$ cat src/design/pic_pkg.sv
// Package for the platform interrupt controller: opcodes, register map
// constants and default parameter values. No dependencies.
package pic_pkg;
  localparam int NumSourcesDef  = 32;
  localparam int NumContextsDef = 2;
  localparam int PrioBitsDef    = 3;

  localparam logic [1:0] OpRead   = 2'd0;
  localparam logic [1:0] OpWrite  = 2'd1;
  localparam logic [1:0] OpSample = 2'd2;

  localparam logic [23:0] PendBase  = 24'h001000;
  localparam logic [23:0] EnBase    = 24'h002000;
  localparam logic [23:0] CtxBase   = 24'h200000;

  // Command from the controller to the datapath.
  typedef struct packed {
    logic start;      // load request, begin work
    logic scan_en;    // advance the source scan
    logic scan_clr;   // restart scan index
    logic ctx_sel;    // 0: scan for request context, 1: irq pass
    logic commit;     // apply request effects
    logic out_load;   // capture result
  } pic_cmd_t;

  typedef struct packed {
    logic scan_last;
  } pic_sts_t;
endpackage

$ cat src/design/pic_dp.sv
// Datapath: register file, level gateway and serial claim scan.
// Depends on pic_pkg.
module pic_dp #(
  parameter int NUM_SOURCES  = pic_pkg::NumSourcesDef,
  parameter int NUM_CONTEXTS = pic_pkg::NumContextsDef,
  parameter int PRIO_BITS    = pic_pkg::PrioBitsDef
) (
  input  logic              clk,
  input  logic              rst,
  input  pic_pkg::pic_cmd_t cmd,
  output pic_pkg::pic_sts_t sts,
  input  logic [1:0]        opcode,
  input  logic [23:0]       address,
  input  logic [31:0]       write_data,
  input  logic [31:0]       source_levels,
  output logic [31:0]       read_data,
  output logic [1:0]        context_irq,
  output logic              access_error
);
  localparam int SW = $clog2(NUM_SOURCES);
  localparam int CW = (NUM_CONTEXTS > 1) ? $clog2(NUM_CONTEXTS) : 1;
  localparam int NumWords = (NUM_SOURCES + 31) / 32;
  localparam int IrqCtx = (NUM_CONTEXTS < 2) ? NUM_CONTEXTS : 2;
  localparam logic [63:0] SrcMask =
    ((NUM_SOURCES >= 64) ? {64{1'b1}} : ((64'd1 << NUM_SOURCES) - 64'd1)) & ~64'd1;

  logic [PRIO_BITS-1:0]   prio [NUM_SOURCES];
  logic [NUM_SOURCES-1:0] pend, insvc;
  logic [NUM_SOURCES-1:0] en [NUM_CONTEXTS];
  logic [PRIO_BITS-1:0]   thr [NUM_CONTEXTS];

  // Request registers.
  logic [1:0]  op_q;
  logic [23:0] a_q;
  logic [31:0] wd_q;

  // Decode of the held request.
  logic        is_acc, dec_err, dec_prio, dec_pend, dec_en, dec_thr, dec_claim;
  logic [21:0] n_idx;
  logic [23:0] en_off, ctx_off;
  logic [16:0] en_cx;
  logic [4:0]  en_w;
  logic [11:0] ctx_cx;
  logic [11:0] ctx_r;
  logic [9:0]  pend_w;
  logic [CW-1:0] req_cx;
  logic [SW-1:0] n_sel;
  logic          w_sel;

  always_comb begin
    is_acc = (op_q == pic_pkg::OpRead) || (op_q == pic_pkg::OpWrite);
    n_idx = a_q[23:2];
    en_off = a_q - pic_pkg::EnBase;
    ctx_off = a_q - pic_pkg::CtxBase;
    en_cx = en_off[23:7];
    en_w = en_off[6:2];
    ctx_cx = ctx_off[23:12];
    ctx_r = ctx_off[11:0];
    pend_w = a_q[11:2];
    dec_prio = 1'b0; dec_pend = 1'b0; dec_en = 1'b0; dec_thr = 1'b0;
    dec_claim = 1'b0; dec_err = 1'b0;
    req_cx = '0;
    if (a_q[1:0] != 2'b00) dec_err = 1'b1;
    else if (a_q < pic_pkg::PendBase) begin
      if (n_idx >= 22'd1 && n_idx < 22'(NUM_SOURCES)) dec_prio = 1'b1;
      else dec_err = 1'b1;
    end else if (a_q < pic_pkg::EnBase) begin
      if (pend_w < 10'(NumWords) && op_q == pic_pkg::OpRead) dec_pend = 1'b1;
      else dec_err = 1'b1;
    end else if (a_q < pic_pkg::CtxBase) begin
      if (en_cx < 17'(NUM_CONTEXTS) && en_w < 5'(NumWords)) begin
        dec_en = 1'b1; req_cx = en_cx[CW-1:0];
      end else dec_err = 1'b1;
    end else begin
      if (ctx_cx >= 12'(NUM_CONTEXTS) || (ctx_r != 12'd0 && ctx_r != 12'd4))
        dec_err = 1'b1;
      else begin
        req_cx = ctx_cx[CW-1:0];
        if (ctx_r == 12'd0) dec_thr = 1'b1;
        else dec_claim = 1'b1;
      end
    end
    if (!is_acc) begin
      dec_err = 1'b0; dec_prio = 1'b0; dec_pend = 1'b0; dec_en = 1'b0;
      dec_thr = 1'b0; dec_claim = 1'b0;
    end
    n_sel = n_idx[SW-1:0];
    w_sel = (NumWords > 1) ? en_w[0] : 1'b0;
  end

  // Serial scan: one source per cycle, all lanes in parallel; irq flags captured in the irq pass.
  logic [SW-1:0]        idx;
  logic [PRIO_BITS-1:0] best_p [IrqCtx+1];
  logic [SW-1:0]        best_n;
  logic [IrqCtx-1:0]    irq_q;
  logic [PRIO_BITS-1:0] cur_p;

  assign sts.scan_last = (idx == SW'(NUM_SOURCES - 1));
  assign cur_p = prio[idx];

  // Lane 0..IrqCtx-1: irq contexts; lane IrqCtx: request context (claim).
  logic [CW-1:0] lane_cx [IrqCtx+1];
  always_comb begin
    for (int k = 0; k < IrqCtx; k++) lane_cx[k] = CW'(k);
    lane_cx[IrqCtx] = req_cx;
  end

  always_ff @(posedge clk) begin
    if (cmd.scan_clr) begin
      idx <= '0;
      for (int k = 0; k <= IrqCtx; k++) best_p[k] <= '0;
      best_n <= '0;
    end else if (cmd.scan_en) begin
      idx <= (idx == SW'(NUM_SOURCES - 1)) ? idx : idx + SW'(1);
      for (int k = 0; k <= IrqCtx; k++) begin
        if (idx != '0 && pend[idx] && en[lane_cx[k]][idx] &&
            cur_p > thr[lane_cx[k]] && cur_p > best_p[k]) begin
          best_p[k] <= cur_p;
          if (k == IrqCtx) best_n <= idx;
        end
      end
    end
    if (cmd.scan_en && cmd.ctx_sel && sts.scan_last) begin
      for (int k = 0; k < IrqCtx; k++) irq_q[k] <= (best_p[k] != '0) ||
        (idx != '0 && pend[idx] && en[lane_cx[k]][idx] &&
         cur_p > thr[lane_cx[k]] && cur_p > best_p[k]);
    end
  end

  logic claim_hit;
  assign claim_hit = (best_p[IrqCtx] != '0);

  logic [63:0] lv64, pend64, en64;
  assign lv64 = 64'(source_levels);

  // Architectural state.
  always_ff @(posedge clk) begin
    if (rst) begin
      for (int i = 0; i < NUM_SOURCES; i++) prio[i] <= '0;
      for (int c = 0; c < NUM_CONTEXTS; c++) begin
        en[c] <= '0; thr[c] <= '0;
      end
      pend <= '0; insvc <= '0;
    end else if (cmd.start && opcode == pic_pkg::OpSample) begin
      pend <= pend | (lv64[NUM_SOURCES-1:0] & SrcMask[NUM_SOURCES-1:0] & ~insvc);
    end else if (cmd.commit && op_q == pic_pkg::OpWrite) begin
      if (dec_prio) prio[n_sel] <= wd_q[PRIO_BITS-1:0];
      if (dec_thr) thr[req_cx] <= wd_q[PRIO_BITS-1:0];
      if (dec_en) begin
        for (int i = 0; i < NUM_SOURCES; i++)
          if ((i / 32) == int'(w_sel)) en[req_cx][i] <= wd_q[i % 32] & SrcMask[i];
      end
      if (dec_claim && wd_q >= 32'd1 && wd_q < 32'(NUM_SOURCES) &&
          en[req_cx][wd_q[SW-1:0]])
        insvc[wd_q[SW-1:0]] <= 1'b0;
    end else if (cmd.commit && op_q == pic_pkg::OpRead && dec_claim && claim_hit) begin
      pend[best_n] <= 1'b0;
      insvc[best_n] <= 1'b1;
    end
  end

  always_ff @(posedge clk) begin
    if (cmd.start) begin
      op_q <= opcode; a_q <= address; wd_q <= write_data;
    end
  end

  // Read data captured at commit, before the state update.
  logic [31:0] rd_q;
  logic        err_q;
  always_comb begin
    pend64 = 64'(pend);
    en64 = 64'(en[req_cx]);
  end
  always_ff @(posedge clk) begin
    if (cmd.commit) begin
      err_q <= dec_err;
      rd_q <= '0;
      if (op_q == pic_pkg::OpRead) begin
        if (dec_prio) rd_q <= 32'(prio[n_sel]);
        if (dec_pend) rd_q <= pend_w[0] ? pend64[63:32] : pend64[31:0];
        if (dec_en) rd_q <= w_sel ? en64[63:32] : en64[31:0];
        if (dec_thr) rd_q <= 32'(thr[req_cx]);
        if (dec_claim) rd_q <= claim_hit ? 32'(best_n) : 32'd0;
      end
    end
  end

  always_ff @(posedge clk) begin
    if (cmd.out_load) begin
      read_data <= rd_q;
      access_error <= err_q;
      context_irq <= 2'(irq_q);
    end
  end
endmodule

$ cat config.mk
export PLATFORM = sky130hd
export DESIGN_NAME = pic_dp
export DESIGN_NICKNAME = d
export VERILOG_FILES = /design/src/design/pic_pkg.sv /design/src/design/pic_dp.sv
export SDC_FILE = /design/constraint.sdc
export NUM_CORES = 1
export LEC_CHECK = 0
export ABC_AREA = 1
export BUFFER_PORTS_ARGS = -buffer_cell sky130_fd_sc_hd__buf_4
export CAP_MARGIN = 25
export CORE_AREA = 2 2 185 205
export DETAILED_ROUTE_END_ITERATION = 8
export DIE_AREA = 0 0 187 207
export GPL_TIMING_DRIVEN = 0
export PLACE_DENSITY = 0.78
export SLEW_MARGIN = 20
export SYNTH_ARGS = -nofsm -noshare
export SYNTH_HDL_FRONTEND = slang
export SYNTH_SLANG_ARGS = --single-unit
export TNS_END_PERCENT = 5
$ cat constraint.sdc
create_clock -name clk -period 5.8 [get_ports clk]
set_input_delay 0.58 -clock clk [delete_from_list [all_inputs] [get_ports clk]]
set_output_delay 0.58 -clock clk [all_outputs]
set_load 0.01 [all_outputs]
* Yosys cells after proc, flatten, opt, wreduce, memory -nomap -nowiden
Memories as Yosys holds them, arrays and structs flattened. A register that Yosys moved wholly into a read port is not among the register bits.
Index checks and enable logic that the tools add are counted.
** Cells by class
- Bitwise logic cells :: 13
- Add/sub/neg operators :: 3
- Eq/ne operators :: 6
- Magnitude comparators :: 22
- Reduce and logical (&&, ||, !) cells :: 47
- Mux-type cells :: 116
** Operators with widths (count)
- $mux 32 :: 11
- $and 32x32->32 :: 3
- $not 32->32 :: 3
- $mux 1 :: 86
- $or 32x32->32 :: 2
- $ge 32x1->1 const B :: 1
- $lt 32x6->1 const B :: 1
- $mux 31 :: 1
- $reduce_or 31->1 :: 1
- $logic_and 1x1->1 :: 26
- $bmux 1 s5 :: 5
- $mux 5 :: 5
- $lt 24x13->1 const B :: 1
- $lt 24x14->1 const B :: 1
- $lt 24x22->1 const B :: 1
- $sub 24x14->24 const B :: 1
- $sub 24x22->24 const B :: 1
- $ge 22x1->1 const B :: 1
- $lt 22x6->1 const B :: 1
- $gt 3x3->1 :: 6
- $lt 5x6->1 const B :: 3
- $mux 3 :: 6
- $lt 17x2->1 const B :: 1
- $ge 12x2->1 const B :: 1
- other kinds (23) :: 38
** Word-level totals
- Input bits :: 98
- Memory bits (writable) :: 173
- Bits in registers :: 202
- Output and inout port bits :: 36
- Word-level logic and storage cells :: 224
- Memories :: 4
** Memories
- prio :: words 32, width 3, read ports 2, clocked after memory_dff 2, wr ports 32, RTL line pic_dp.sv:27 : logic [PRIO_BITS-1:0] prio [NUM_SOURCES];
- en :: words 2, width 31, read ports 3, clocked after memory_dff 0, wr ports 2, RTL line pic_dp.sv:29 : logic [NUM_SOURCES-1:0] en [NUM_CONTEXTS];
- best_p :: words 3, width 3, read ports 3, clocked after memory_dff 0, wr ports 3, RTL line pic_dp.sv:93 : logic [PRIO_BITS-1:0] best_p [IrqCtx+1];
- thr :: words 2, width 3, read ports 3, clocked after memory_dff 0, wr ports 2, RTL line pic_dp.sv:30 : logic [PRIO_BITS-1:0] thr [NUM_CONTEXTS];

* Longest topological paths before layout
An unclocked memory read counts as a cell.
- Depth in word-level cells :: 20
- Depth in mapped cells :: 27
- Depth with buffers taken out :: 25

* Worst setup path after synthesis
OpenSTA, ideal clock, no wires.
- Path type :: register -> register
- From :: register a_q[13]
- To :: memory best_p[0][6] (netlist bit), enable pin
- Clock period less this slack :: 3.469 ns
- Cell stages (with the launch flop) :: 22
- Required time :: 5.493 ns
- Library setup time :: 0.307 ns
- Path buffers :: 1
- Data arrival time :: 3.162 ns
- Path slack :: 2.331 ns
- Path through :: edfxtp_1 inv_1 ha_1 inv_1 a21boi_0 nand2_1 nor2_1 nand2_1 nor2_2 nand4_2 nand2_4 nand2_4 buf_2 o21ai_0 inv_1 ha_1 nand2_1 nor2_1 a211oi_1 nor4b_1 nand3_2 nand2_1
** RTL lines
- start, declared :: RTL line pic_dp.sv:34 : logic [23:0] a_q;
- start signal, assigned :: RTL line pic_dp.sv:164 : op_q <= opcode; a_q <= address; wd_q <= write_data;
- end, declared :: RTL line pic_dp.sv:93

==> flow_metrics.env <==
export IMPL_use_met3=0.0715
export IMPL_max_freq_mhz=190
export IMPL_drive_gt1_frac=0.118
export IMPL_setup_violations=0
export IMPL_tns_ps=0
export IMPL_cp_cell_sequence="clkbuf_1, clkinv_1, clkbuf_1, clkbuf_1, o21ai_0, o22ai_1, nand2_1, nand3_1, a31oi_1, ha_1, nand3_1, nand2_1, a31o_2, nor4_1, nand3_1, nand2_1, inv_1, nand2_1, nand2_1, nor2_1"
export IMPL_die_area_um2=38700
export IMPL_synthArstFlopShare=0
export IMPL_leakagePower_nw=9.14
export IMPL_ys_top_cells_by_area="edfxtp_1 (46%), nand2_1 (9.1%), dfxtp_1 (8.5%), nor2_1 (6.3%), inv_1 (4.5%)"
export IMPL_vias_per_cell=6.03
export IMPL_ant_nets=0
export IMPL_final_cell_mix="nand2_1 (475), nor2_1 (329), edfxtp_1 (301)"
export IMPL_worst_slew_pin_slew_ps=1100
export IMPL_syn_area_um2=19600
export IMPL_grt_pass1_vias=16902
export IMPL_cts_max_level=2
export IMPL_postCtsHoldBufs=0
export IMPL_min_period_over_period=0.908
export IMPL_power_density_nw_per_um2=292
export IMPL_outcome="finished, final reports clean"
export IMPL_synthToLayoutAreaGrowth_pct=15.7
export IMPL_pre_cts_ws_ps=871
export IMPL_synth_cell_types=58
export IMPL_wire_per_inst_um=23.0
export IMPL_insertion_delay_ps=570
export IMPL_top_usage_layer="met2"
export IMPL_cts_tree="built"
export IMPL_cts_made_buffers=40
export IMPL_layout_nets=2561
export IMPL_met1_usage=0.468
export IMPL_cts_root_buf="clkbuf_16"
export IMPL_finalWorstSetupSlack_ps=535
export IMPL_grt_setup_unrepaired="no"
export IMPL_ys_ff_latch=384
export IMPL_start_util=0.532
export IMPL_antenna_found_initial=3
export IMPL_cp_common_cell="nand2_1"
export IMPL_dp_cells=2891
export IMPL_overflow=0
export IMPL_antennaDiodeCount=0
export IMPL_grt_max_degree=61
export IMPL_cts_resized_gates=0
export IMPL_fin_cells=2965
export IMPL_cap_viol_max_count=0
export IMPL_whs_ps=194
export IMPL_path_delay_family="buffers and inverters"
export IMPL_cp_data_required_time_ps=6180
export IMPL_synth_warnings=0
export IMPL_drtPass1Iterations=6
export IMPL_clkTransAtPathRegs_ps=60
export IMPL_cts_setup_buffers=0
export IMPL_critPathSlowestCell="a31oi_1"
export IMPL_syn_inst=2257
export IMPL_die_h_um=207
export IMPL_core_rowCount=74
export IMPL_core_area_um2=36800
export IMPL_ir_drop_v=0.000351
export IMPL_yosysTopAreaCellShare=0.462
export IMPL_yosys_area_top_type="edfxtp_1"
export IMPL_cpPeakStageDelay_ps=740
export IMPL_finalHoldViolCount=0
export IMPL_port_buffers=131
export IMPL_synth_seq_area_share=0.547
export IMPL_routed_wirelength_um=68100
export IMPL_met2_usage=0.537
export IMPL_critPathBufInv=5
export IMPL_cts_sinks=384
export IMPL_cts_path_max_buffers=3
export IMPL_die_width_um=187
export IMPL_cp_end_kind="flip-flop"
export IMPL_synth_edff_count=301
export IMPL_drv_slew=0
export IMPL_slew_headroom=0.268
export IMPL_hold_class="in -> reg"
export IMPL_crit_fanout=10
export IMPL_io_pins=134
export IMPL_syn_area_per_cell_um2=8.67
export IMPL_hold_start="address[7]"
export IMPL_cp_start_kind="flip-flop"
export IMPL_hpwl_um=51100
export IMPL_clock_skew_ps=26.5
export IMPL_gp_congestion=1.02
export IMPL_drt_iter0_markers=2523
export IMPL_grt_pass1_wl_um=101000
export IMPL_drc=0
export IMPL_path_class="reg -> reg"
export IMPL_routed_via_count=17874
export IMPL_crit_arrival_ps=5640
export IMPL_grt_usage=0.348
export IMPL_min_period_ps=5270
export IMPL_synth_flop_cell="edfxtp_1"
export IMPL_final_fill_count=3148
export IMPL_final_common_cell="nand2_1"
## synthesized netlist by cell type (18+ instances only)
cell type	count
a211oi_1	26
a21oi_1	138
a31oi_1	37
clkbuf_1	94
dfxtp_1	83
edfxtp_1	301
ha_1	23
inv_1	236
nand2_1	477
nand3_1	99
nand3_2	20
nor2_1	329
nor2_2	20
nor3_1	27
o211ai_1	18
o21ai_0	139
o221ai_1	25
## state kept, by name, summed over array words and instances (netlist names), 24 cells and up, named ones only
name and cells:
read_data 32, en 62, prio 96, insvc 31, pend 32, rd_q 32, a_q 24, wd_q 32
## per-layer routing
layer	wire length, um	part of all wire
met5	69	0.0010
met4	3510	0.052
met3	7350	0.11
met2	30400	0.45
met1	26800	0.39
## worst paths after layout
check / cells after the start / endpoint / slack (ps)
max: 20 / best_p[0][3] / 530
min: 1 / a_q[7] / 190
max reg2reg: 20 / best_p[0][3] / 530
min reg2reg: 0 / read_data[3] / 420
## worst reg2reg max path, cell delays in order, from the launching register on
cell and delay, ps:
dfxtp_1 320, clkbuf_1 340, clkinv_1 350, clkbuf_1 360, clkbuf_1 480, o21ai_0 320
o22ai_1 130, nand2_1 80, nand3_1 130, a31oi_1 740, ha_1 390, nand3_1 90
nand2_1 70, a31o_2 210, nor4_1 430, nand3_1 160, nand2_1 100, inv_1 40
nand2_1 50, nand2_1 90, nor2_1 210
## cell families after synthesis
family,share of synthesized area
adder cells (fa/ha/maj),0.0147
AND/OR/NAND/NOR,0.229
flip-flops,0.547
other,0.000192
AO/OA/AOI/OAI,0.137
buffers and inverters,0.0732
## through the flow
step,total power (W),cell area (um2),utilization
4_1_cts,0.00658,22600,0.616
2_1_floorplan,0.00361,19600,-
3_5_place_dp,0.00394,21300,0.579
3_3_place_gp,0.00392,21200,0.576
6_report,0.00660,22600,0.616
5_1_grt,0.00677,22600,0.616
## cell type report
cell class | instances | area (um2) | share of cell area
Clock inverter | 28 | 335 | 0.0148
Tap cell | 494 | 618 | 0.0273
Clock buffer | 45 | 1020 | 0.0450
Inverter | 246 | 923 | 0.0408
Timing Repair Buffer | 139 | 1040 | 0.0461
Multi-Input combinational cell | 1513 | 7490 | 0.331
Sequential cell | 384 | 10700 | 0.473
Buffer | 116 | 509 | 0.0225
## where the power goes
part	switching, W	leakage (nW)	internal (W)
clock	0.00113	0.654	0.00155
combinational	0.000543	4.68	0.000237
sequential	0.0000716	3.80	0.00307
Note: power is estimated with default switching activity, not from simulation.
