## config.mk

```make
export PLATFORM = sky130hd
export DESIGN_NAME = pic_ctrl
export DESIGN_NICKNAME = d
export VERILOG_FILES = /design/src/design/pic_pkg.sv /design/src/design/pic_ctrl.sv
export SDC_FILE = /design/constraint.sdc
export NUM_CORES = 1
export LEC_CHECK = 0
export BUFFER_PORTS_ARGS = -buffer_cell sky130_fd_sc_hd__buf_2
export CAP_MARGIN = 20
export CORE_AREA = 2 2 39 41
export CTS_BUF_LIST = sky130_fd_sc_hd__clkbuf_16
export DETAILED_ROUTE_END_ITERATION = 10
export DIE_AREA = 0 0 41 43
export GPL_TIMING_DRIVEN = 1
export PLACE_DENSITY_LB_ADDON = 0.25
export SLEW_MARGIN = 20
export SYNTH_ARGS = -nofsm -noshare
export SYNTH_HDL_FRONTEND = slang
export SYNTH_SLANG_ARGS = --single-unit
```

## constraint.sdc

```tcl
create_clock -name clk -period 2.7 [get_ports clk]
set_input_delay 0.405 -clock clk [delete_from_list [all_inputs] [get_ports clk]]
set_output_delay 0.405 -clock clk [all_outputs]
set_load 0.005 [all_outputs]
```

## src/design/pic_pkg.sv

```systemverilog
// Package for the platform interrupt controller: opcodes, register map
// constants and default parameter values. No dependencies.
package pic_pkg;
  localparam int NumSourcesDef  = 32;
  localparam int NumContextsDef = 2;
  localparam int PrioBitsDef    = 3;

  localparam logic [1:0] OpRead   = 2'd0;
  localparam logic [1:0] OpWrite  = 2'd1;
  localparam logic [1:0] OpSample = 2'd2;

  localparam logic [23:0] PendBase  = 24'h001000;
  localparam logic [23:0] EnBase    = 24'h002000;
  localparam logic [23:0] CtxBase   = 24'h200000;

  // Command from the controller to the datapath.
  typedef struct packed {
    logic start;      // load request, begin work
    logic scan_en;    // advance the source scan
    logic scan_clr;   // restart scan index
    logic ctx_sel;    // 0: scan for request context, 1: irq pass
    logic commit;     // apply request effects
    logic out_load;   // capture result
  } pic_cmd_t;

  typedef struct packed {
    logic scan_last;
  } pic_sts_t;
endpackage

```

## src/design/pic_ctrl.sv

```systemverilog
// Sequencer for the interrupt controller: one request at a time.
// Depends on pic_pkg.
module pic_ctrl (
  input  logic              clk,
  input  logic              rst,
  input  logic              in_valid,
  output logic              in_ready,
  output logic              out_valid,
  input  logic              out_ready,
  input  pic_pkg::pic_sts_t sts,
  output pic_pkg::pic_cmd_t cmd
);
  typedef enum logic [4:0] {
    SIdle = 5'b00001, SScan = 5'b00010, SCommit = 5'b00100,
    SIrq = 5'b01000, SOut = 5'b10000
  } state_t;
  state_t state, state_next;

  always_ff @(posedge clk) begin
    if (rst) state <= SIdle;
    else state <= state_next;
  end

  // Output register frees the front once the result is captured.
  logic hold;
  always_ff @(posedge clk) begin
    if (rst) out_valid <= 1'b0;
    else if (cmd.out_load) out_valid <= 1'b1;
    else if (out_ready) out_valid <= 1'b0;
  end
  assign hold = out_valid && !out_ready;

  always_comb begin
    state_next = state;
    cmd = '0;
    in_ready = 1'b0;
    unique case (state)
      SIdle: begin
        in_ready = 1'b1;
        if (in_valid) begin
          cmd.start = 1'b1;
          cmd.scan_clr = 1'b1;
          state_next = SScan;
        end
      end
      SScan: begin
        cmd.scan_en = 1'b1;
        if (sts.scan_last) state_next = SCommit;
      end
      SCommit: begin
        cmd.commit = 1'b1;
        cmd.scan_clr = 1'b1;
        state_next = SIrq;
      end
      SIrq: begin
        cmd.ctx_sel = 1'b1;
        cmd.scan_en = 1'b1;
        if (sts.scan_last) state_next = SOut;
      end
      SOut: begin
        if (!hold) begin
          cmd.out_load = 1'b1;
          state_next = SIdle;
        end
      end
      default: state_next = SIdle;
    endcase
  end
endmodule

```

# Yosys cells after proc, flatten, opt, wreduce, memory -nomap -nowiden
# Cells that the tools add are included.
dict set report op_classes {
  eq_ne 9
  mux 16
  reduce_logical 5
}
# cell count
set ops {}
lappend ops {{$pmux 5 s5} 1}
lappend ops {{$mux 5} 4}
lappend ops {{$mux 1} 10}
lappend ops {{$ne 2x2->1 const B} 4}
lappend ops {{$eq 5x1->1 const B} 1}
lappend ops {{$eq 5x2->1 const B} 1}
lappend ops {{$eq 5x3->1 const B} 1}
lappend ops {{$eq 5x4->1 const B} 1}
lappend ops {{$eq 5x5->1 const B} 1}
lappend ops {{$reduce_and 4->1} 1}
lappend ops {{$pmux 1 s2} 1}
lappend ops {{$reduce_bool 2->1} 1}
lappend ops {{$reduce_or 2->1} 1}
lappend ops {{$logic_and 1x1->1} 1}
lappend ops {{$logic_not 1->1} 1}
dict set report word_totals {
  word_cells 32
  out_inout_bits 8
  regBits 6
  inputBits 5
}

# Depth between registers and ports, before layout
# Gate-level depths: netlist (run 1).
dict set report depth {
  word_depth 5
  ltp_mapped 4
  mapped_depth_nobuf 3
}

# Worst setup path after synthesis (run 1)
# OpenSTA, ideal clock, no wires.
dict set report synth_path {
  kind {register -> output}
  start {register state[2]}
  end {output cmd[3] (netlist name)}
  t_required_ps 2295
  stages_incl_launch_ff 4
  n_path_buf 1
  arrival_ps 956
  slack_ps 1339
  path_cell_list {dfxtp_1 -> buf_6 -> mux2_2 -> nor4_1}
}
# element line
set synth_lines {}
lappend synth_lines {{start: declaration} pic_ctrl.sv:17} ;# state_t state, state_next;
lappend synth_lines {{start signal: assignment} pic_ctrl.sv:20} ;# if (rst) state <= SIdle;
lappend synth_lines {{start signal: assignment} pic_ctrl.sv:21} ;# else state <= state_next;
lappend synth_lines {{end: declaration} pic_ctrl.sv:11} ;# output pic_pkg::pic_cmd_t cmd

==> results of run 1 <==
==> sequential cells by signal, summed over array words and instances (netlist names) <==
signal and cells:
out_valid 1, state 5
==> through the flow <==
stage / cell area, sq um / std cells / power, mW
CTS: 512 / 76 / 0.382
finish: 512 / 76 / 0.377
detailed placement: 437 / 73 / 0.138
global placement: 437 / 73 / 0.138
global route: 512 / 76 / 0.394
floorplan: 392 / 49 / 0.128
==> cell usage in the layout (no fill, tap or decap) <==
cell type,count
buf_2,12
and3_1,2
nand2_1,3
clkbuf_16,3
a21oi_1,3
o31ai_2,1
inv_1,2
mux2_2,1
nor3_1,1
or4_1,1
nand4_1,2
mux2i_1,1
o311a_1,1
xnor2_1,1
a41oi_1,1
nor4_1,2
nor2_1,8
dfxtp_1,6
nor4bb_1,1
nand3_1,2
nand4b_1,1
o21ai_0,1
nor3b_1,2
nor2b_1,2
==> critical path: cells and delay by family, from the launching register on <==
| family | cells | cell delay [ns] |
|---|---|---|
| buf+inv | 1 | 0.16 |
| flops | 1 | 0.48 |
| mux | 1 | 0.37 |
| simple gates | 1 | 0.18 |
==> final cells by class <==
| cell class | count | area, sq um |
|---|---|---|
| Fill cell | 142 | 872 |
| Clock buffer | 3 | 75.1 |
| Timing Repair Buffer | 12 | 60.1 |
| Sequential cell | 6 | 120 |
| Multi-Input combinational cell | 37 | 229 |
| Tap cell | 16 | 20.0 |
| Inverter | 2 | 7.51 |
==> report_power, final <==
part           leakage (nW)  internal [mW]  total, mW  switching, mW
clock network        0.0370          0.190      0.240         0.0502
logic                 0.136         0.0174     0.0355         0.0182
registers            0.0488         0.0926      0.101        0.00856
total                 0.222          0.300      0.377         0.0769
==> worst min-delay path by stage <==
stage               endpoint  startpoint  slack (ns)
CTS                 state[1]         rst        0.41
global route        state[4]         rst        0.44
global placement    state[4]    state[3]        0.60
finish              state[1]         rst        0.42
floorplan           state[1]         rst        0.47
detailed placement  state[4]    state[3]        0.58
==> cells by family (layout without fill, tap and decap cells) <==
kind of cell    after synthesis  in the layout  share of synthesized area (%)
buf+inv                       6             17                           10.9
mux                           2              2                           5.43
simple gates                 27             27                           37.7
xor+xnor                      1              1                           2.24
flops                         6              6                           30.7
compound gates                7              7                           13.1
==> routing by layer <==
metal | vias to the layer above | global-route usage, % | part of all wire (%)
met5 | - | 0 | 0
met4 | 0 | 4.00 | 0
met3 | 0 | 6.28 | 5.9
met2 | 14 | 18.1 | 49
met1 | 189 | 14.8 | 45
li1 | 199 | - | -
==> key figures, run 1 <==
Run status
  – Outcome: finished, final reports clean

Critical path
  – Crit path capture type: output pin
  – Crit path max fanout: 10
  – Startpoint Class: register
  – CP startpoint: state[2]
  – Worst r2r dst: state[0]
  – Slowest stage cell, crit path: dfxtp_1
  – Crit path largest cell delay: 0.48 ns
  – CP Cell Sequence: mux2_2, nor4_1, buf_2
  – Worst Path Class, Setup: register to output pin
  – FF-to-FF setup slack: 1.47 ns
  – Arr. time, crit path: 1.41 ns
  – R2R depth: 3
  – Reg2reg start: state[2]
  – CP required: 2.30 ns
  – CP Capture Point: cmd[3]

Timing
  – Setup TNS: 0 ns
  – Final slew viol count: 0
  – Post-route setup slack: 0.882 ns
  – RSZ-0062 raised after global routing: no
  – Hold WS: 0.417 ns
  – Final min period: 1.82 ns
  – Slew margin rel.: 73.0%
  – F_max: 550 MHz
  – Fin crit share: 67.3%
  – Skew final: 0.00234 ns
  – Final hold violations: 0
  – Setup violations, final: 0
  – Worst-margin pin slew: 0.403 ns

Power
  – Leakage power: 0.222 nW
  – Peak supply drop: 0.658 mV
  – Power Density: 737 mW/mm^2

Synth
  – Leading post-synthesis cells by cell area: dfxtp_1 (31%), nor2_1 (7.7%), buf_6 (5.8%)
  – Most frequent cell after synthesis: nor2_1
  – Top cells by count, synth: nor2_1 (8), dfxtp_1 (6), a21oi_1 (3), nand2_1 (3)
  – Synth top area share: 30.7%
  – Sequential fraction of the synthesis area: 30.7%
  – Distinct cell type count of the synthesized netlist: 25
  – Number of synthesized register bits: 6
  – Main synth FF type: dfxtp_1
  – Yosys Warn Count: 0
  – Syn_nets: 54
  – Number of synthesized flops with an enable pin: 0
  – Cell taking the most area after synthesis: dfxtp_1
  – Mapped cell area: 392 sq um
  – Async S/R FF share, synth: 0%
  – Synth Instances: 49
  – Syn avg cell area: 7.99 sq um

Place
  – RePlAce Congestion: 0.739
  – Dpl ws: 1.14 ns
  – Hpwl dp: 626 um
  – Port Buffers: 12

Clock tree
  – Hold Buf Count CTS: 0
  – Root Buffer: clkbuf_16
  – CTS Buf Count: 3
  – Clock slew at reported path FFs: 0.04 ns
  – CTS tree: yes
  – Worst skew pair latency: 0.23 ns
  – CTS resizes: 0
  – Post-CTS setup buffer count: 0
  – Clock Sink Count: 6
  – Clock Tree Buf Depth: 2
  – Clock H-tree levels: 1

Final layout
  – # nets final: 67
  – Diodes inserted: 0
  – Area growth syn-to-layout: 30.7%
  – Final core occ: 37.0%
  – Share of cells above drive strength 1: 28.3%

Job
  – Max_cap viols: 0

Die
  – DIE WIDTH: 41 um
  – Io pins: 13
  – Die height: 43 um
  – FP Rows: 14
  – Core area: 0.00138 sq mm
  – Die area: 0.00176 sq mm
  – Starting Density: 28.3%

Global route
  – Largest net degree at the start of global routing: 11
  – GRT Total Usage: 12.3%
  – Vias in the first global route: 349
  – GR Overflow Total: 0
  – First-pass GRT wire length: 1460 um
  – Initial antenna violation count: 0

Drt
  – Number of vias per cell: 5.29
  – Final Routed Wirelength: 859 um
  – Routed Antenna Nets: 0
  – DRC violations left: 0
  – Via Count: 402
  – First DRT Iteration DRCs: 5
  – Routed len/inst: 11.3 um
  – First-pass DRT Iterations: 4

Worst hold path
  – Hold Path Stages: 2
  – Worst hold path type: input pin to register
No activity file was read; power rests on OpenSTA's default activity.
==> inputs of run 2 (changes only) <==
Settings changed: ABC_AREA set to 1.
Clock period 2.7 ns to 1.7 ns, I/O delays scaled along.
==> run 2 against run 1 <==
Clock skew shrank 0.0017 ns. Area after synthesis grew 2.2%. Combinational power grew to 4.0 times the previous value. Global-route usage grew 2.1 points. Sequential power grew 68%. Wire length grew 8.8%. Critical path type unchanged. Critical endpoint unchanged.
==> key figures, run 2 <==
Run status
  – Outcome: finished, final reports clean

Final layout
  – Commonest non-fill, non-tap cells in the layout: buf_2 (12), inv_1 (10), nor2_1 (8), nor2_2 (7)
  – Diodes inserted: 0
  – Area growth syn-to-layout: 38.8%
  – Most common cell after layout, fill and taps aside: buf_2
  – Largest registers: state (5), out_valid (1)
  – Largest Register: state
  – Non-filler cells, final: 90
  – Max reg flops: 5
  – # nets final: 81
  – Share of cells above drive strength 1: 45.9%
  – Fill cells: 165

Global route
  – Vias in the first global route: 399
  – GRT Total Usage: 14.3%
  – Initial antenna violation count: 0
  – First-pass GRT wire length: 1610 um
  – GR Overflow Total: 0
  – Largest net degree at the start of global routing: 7

Timing
  – Fin crit share: 92.3%
  – Setup TNS: 0 ns
  – Skew final: 0.000594 ns
  – RSZ-0062 raised after global routing: no
  – Hold WS: 0.273 ns
  – Final hold violations: 0
  – Worst-margin pin slew: 0.250 ns
  – Setup violations, final: 0
  – F_max: 637 MHz
  – Final slew viol count: 0
  – Final min period: 1.57 ns
  – Slew margin rel.: 83.3%

Synth
  – Top cells by count, synth: inv_1 (10), nor2_1 (8), nor2_2 (7)
  – Main synth FF type: dfxtp_1
  – Most frequent cell after synthesis: inv_1
  – Synth top area share: 30.0%
  – Sequential fraction of the synthesis area: 30.0%
  – Yosys Warn Count: 0
  – Leading post-synthesis cells by cell area: dfxtp_1 (30%), nor2_2 (11%), nand3_2 (10%)
  – Synth Instances: 59
  – Syn_nets: 64
  – Number of synthesized flops with an enable pin: 0
  – Mapped cell area: 400 sq um
  – Syn avg cell area: 6.79 sq um
  – Cell taking the most area after synthesis: dfxtp_1
  – Async S/R FF share, synth: 0%
  – Distinct cell type count of the synthesized netlist: 13
  – Number of synthesized register bits: 6

Die
  – Die height: 43 um
  – Die area: 0.00176 sq mm
  – Io pins: 13
  – Core area: 0.00138 sq mm
  – FP Rows: 14
  – Starting Density: 28.9%
  – DIE WIDTH: 41 um

Drt
  – First-pass DRT Iterations: 4
  – Number of vias per cell: 4.53
  – Routed len/inst: 10.4 um
  – Via Count: 408
  – First DRT Iteration DRCs: 7
  – DRC violations left: 0
  – Routed Antenna Nets: 0
  – Final Routed Wirelength: 935 um

Clock tree
  – Hold Buf Count CTS: 0
  – Clock Tree Buf Depth: 2
  – Clock slew at reported path FFs: 0.03 ns
  – CTS tree: yes
  – Clock H-tree levels: 1
  – Worst skew pair latency: 0.23 ns
  – Root Buffer: clkbuf_16
  – CTS resizes: 0
  – CTS Buf Count: 3
  – Clock Sink Count: 6
  – Post-CTS setup buffer count: 0

Power
  – Total power: 692 uW
  – Power Density: 1250 mW/mm^2
  – Peak supply drop: 0.500 mV
  – Leakage power: 0.299 nW

Critical path
  – Crit path max fanout: 5
  – CP required: 1.44 ns
  – Crit path capture type: output pin
  – Startpoint Class: register
  – Arr. time, crit path: 1.31 ns
  – Worst Path Class, Setup: register to output pin
  – FF-to-FF setup slack: 0.51 ns

Place
  – Hpwl dp: 725 um
  – Inst Count DP: 87
  – RePlAce Congestion: 0.806
  – Port Buffers: 12

Worst hold path
  – Worst hold path type: input pin to register

Job
  – Max_cap viols: 0
==> run 2: cell type report <==
cell class                      count  area (sq um)  share of cell area (%)
Multi-Input combinational cell     39           228                    41.0
Timing Repair Buffer               12          60.1                    10.8
Inverter                           14          52.6                    9.46
Tap cell                           16          20.0                    3.60
Clock buffer                        3          75.1                    13.5
Sequential cell                     6           120                    21.6
==> run 2: cells by family (layout without fill, tap and decap cells) <==
logic type             after synthesis  after routing  synth area share (%)
flip-flops                           6              6                  30.0
buffers and inverters               14             29                  13.1
AO/OA/AOI/OAI                        3              3                  3.75
AND/OR/NAND/NOR                     36             36                  53.1
==> run 2: report_power, final <==
part	internal [mW]	total, mW	switching (mW)
Sequential	0.155	0.170	0.0146
Combinational	0.0553	0.142	0.0870
Clock	0.302	0.380	0.0781
==> run 2: path summary, 6_finish.rpt <==
check	from	endpoint	cells past startpoint
setup / recovery	state[0]	cmd[3]	6
hold / removal	rst	out_valid	2
setup reg to reg	state[0]	state[4]	7
hold reg to reg	state[4]	state[4]	2
==> run 2: critical path, stage by stage, from the launching register on <==
cell	delay (ns)
dfxtp_1	0.32
nor2_2	0.24
nand3_1	0.13
nor2_2	0.17
inv_2	0.06
nand2_1	0.06
buf_2	0.10
==> run 2: per-stage QoR <==
step / setup WS (ns) / utilization [%] / cell area, sq um
finish: 0.131 / 40.1 / 556
global route: 0.0254 / 40.1 / 556
CTS: 0.125 / 40.1 / 556
detailed placement: 0.392 / 34.7 / 480
global placement: 0.385 / 34.7 / 480
floorplan: 0.577 / - / 400
==> run 2: per-layer routing <==
metal  up-vias  global-route usage, %  routed length, um
met2        15                   19.1                430
met3         5                   3.14                 58
met1       174                   17.6                402
li1        214                      -                  -
met4         0                   14.0                 43
met5         -                      0                  0
==> inputs of run 3 (changes only) <==
Settings changed: ABC_AREA 1 to not set.
==> run 3 against run 2 <==
Fmax is 1.8% lower. Critical path depth shrank 3. First-iteration DRC count decreased by 71%. Flip-flop and latch count stayed put. Sequential power shrank 5%. Core utilization fell by 2.1 points. Largest power group unchanged. Highest routed layer is now met3.
==> key figures, run 3 (synthesized netlist as in run 1, its figures left out) <==
Drt
  – DRC violations left: 0
  – Final Routed Wirelength: 881 um
  – Routed len/inst: 11.4 um
  – Number of vias per cell: 5.04
  – First-pass DRT Iterations: 2
  – Routed Antenna Nets: 0
  – Via Count: 388
  – First DRT Iteration DRCs: 2

Final layout
  – Reg area: 123 sq um
  – Area growth syn-to-layout: 34.5%
  – Max reg flops: 5
  – Largest Register: state
  – Commonest non-fill, non-tap cells in the layout: buf_2 (12), nor2_1 (8), dfxtp_1 (4)
  – Most common cell after layout, fill and taps aside: buf_2
  – Final core occ: 38.1%
  – Fin area: 527 sq um
  – # nets final: 68
  – Largest registers: state (5), out_valid (1)
  – Diodes inserted: 0
  – Fill cells: 143
  – Multi-input logic area: 234 sq um
  – Share of cells above drive strength 1: 34.4%

Critical path
  – Startpoint Class: register
  – Crit path max fanout: 9
  – Worst Path Class, Setup: register to output pin
  – CP Cell Sequence: nor2_1, and3_1, buf_2
  – R2R depth: 3
  – CP required: 1.44 ns
  – Slowest stage cell, crit path: dfxtp_1
  – Crit path capture type: output pin
  – Arr. time, crit path: 1.34 ns
  – Crit path largest cell delay: 0.37 ns

Clock tree
  – Clock Sink Count: 6
  – Clock Tree Buf Depth: 2
  – Root Buffer: clkbuf_16
  – CTS Buf Count: 3
  – Worst skew pair latency: 0.23 ns
  – Clock slew at reported path FFs: 0.03 ns
  – CTS tree: yes
  – Clock H-tree levels: 1
  – Hold Buf Count CTS: 0

Worst hold path
  – Worst hold path type: input pin to register
  – Hold Path Stages: 2

Global route
  – Initial antenna violation count: 0
  – GR Overflow Total: 0
  – First-pass GRT wire length: 1590 um
  – Vias in the first global route: 359
  – Largest net degree at the start of global routing: 11
  – GRT Total Usage: 13.6%

Timing
  – Post-route setup slack: 0.102 ns
  – Hold WS: 0.271 ns
  – Final hold violations: 0
  – F_max: 626 MHz
  – Slew margin rel.: 73.4%
  – Fin crit share: 94.0%
  – Final min period: 1.60 ns
  – Skew final: 0.000710 ns
  – Final slew viol count: 0
  – Setup violations, final: 0
  – Worst-margin pin slew: 0.397 ns

Die
  – Starting Density: 28.3%
  – FP Rows: 14
  – Io pins: 13
  – Core area: 0.00138 sq mm
  – DIE WIDTH: 41 um
  – Die height: 43 um
  – Die area: 0.00176 sq mm

Place
  – Port Buffers: 12
  – Hpwl dp: 625 um
  – RePlAce Congestion: 0.772
  – Placed Area: 444 sq um
  – Dpl ws: 0.303 ns

Run status
  – Outcome: finished, final reports clean

Power
  – Power Density: 1140 mW/mm^2
  – Total power: 601 uW
  – Peak supply drop: 0.751 mV
  – Leakage power: 0.231 nW

Job
  – Max_cap viols: 0
==> run 3: cell count changes in the layout (fill, tap and decap cells not counted), sizes merged, moves of 2 or more <==
cell,change
nor4,+2
nor2b,+2
inv,-12
and3,+2
nand2,-5
nor2,-8
nand3,-5
nand4,-2
==> run 3: path summary, 6_finish.rpt <==
check	start	slack, ns	endpoint
max	state[4]	0.10	in_ready
min	rst	0.27	state[4]
max reg2reg	state[4]	0.51	state[0]
min reg2reg	state[0]	0.58	state[1]
==> run 3: metrics by stage <==
stage / instances / setup TNS (ns)
final: 77 / 0
after CTS: 77 / 0
after global routing: 77 / -0.000728
after global placement: 74 / 0
after floorplan: 49 / 0
after detailed placement: 74 / 0
==> run 3: final cells by class <==
cell class,instances,share of cell area [%]
Multi-Input combinational cell,37,44.4
Timing Repair Buffer,13,12.8
Inverter,2,1.43
Sequential cell,6,23.3
Tap cell,16,3.80
Clock buffer,3,14.3
==> run 3: routing by layer <==
layer / share of wire (%) / vias to the layer above / global-route usage, %
li1: - / 204 / -
met3: 5.0 / 0 / 7.85
met2: 49 / 9 / 19.7
met5: 0 / - / 0
met1: 46 / 175 / 16.5
met4: 0 / 0 / 4.00
==> run 3: critical path, delay by kind of cell (launching register included) <==
family                 cells  cell delay (ns)
DFF                        1             0.37
buffers and inverters      1             0.12
and+or+nand+nor            2             0.62
==> run 3: where the power goes <==
part	leakage [nW]	internal, mW	switching (mW)
logic	0.145	0.0311	0.0300
clock network	0.0370	0.302	0.0761
registers	0.0490	0.148	0.0139
total	0.231	0.481	0.120
==> run 3: timing repair <==
action / in CTS / in global routing
endpoints found under the setup margin: 0 / 5
buffers inserted: 0 / 0
gates resized for setup: 0 / 3
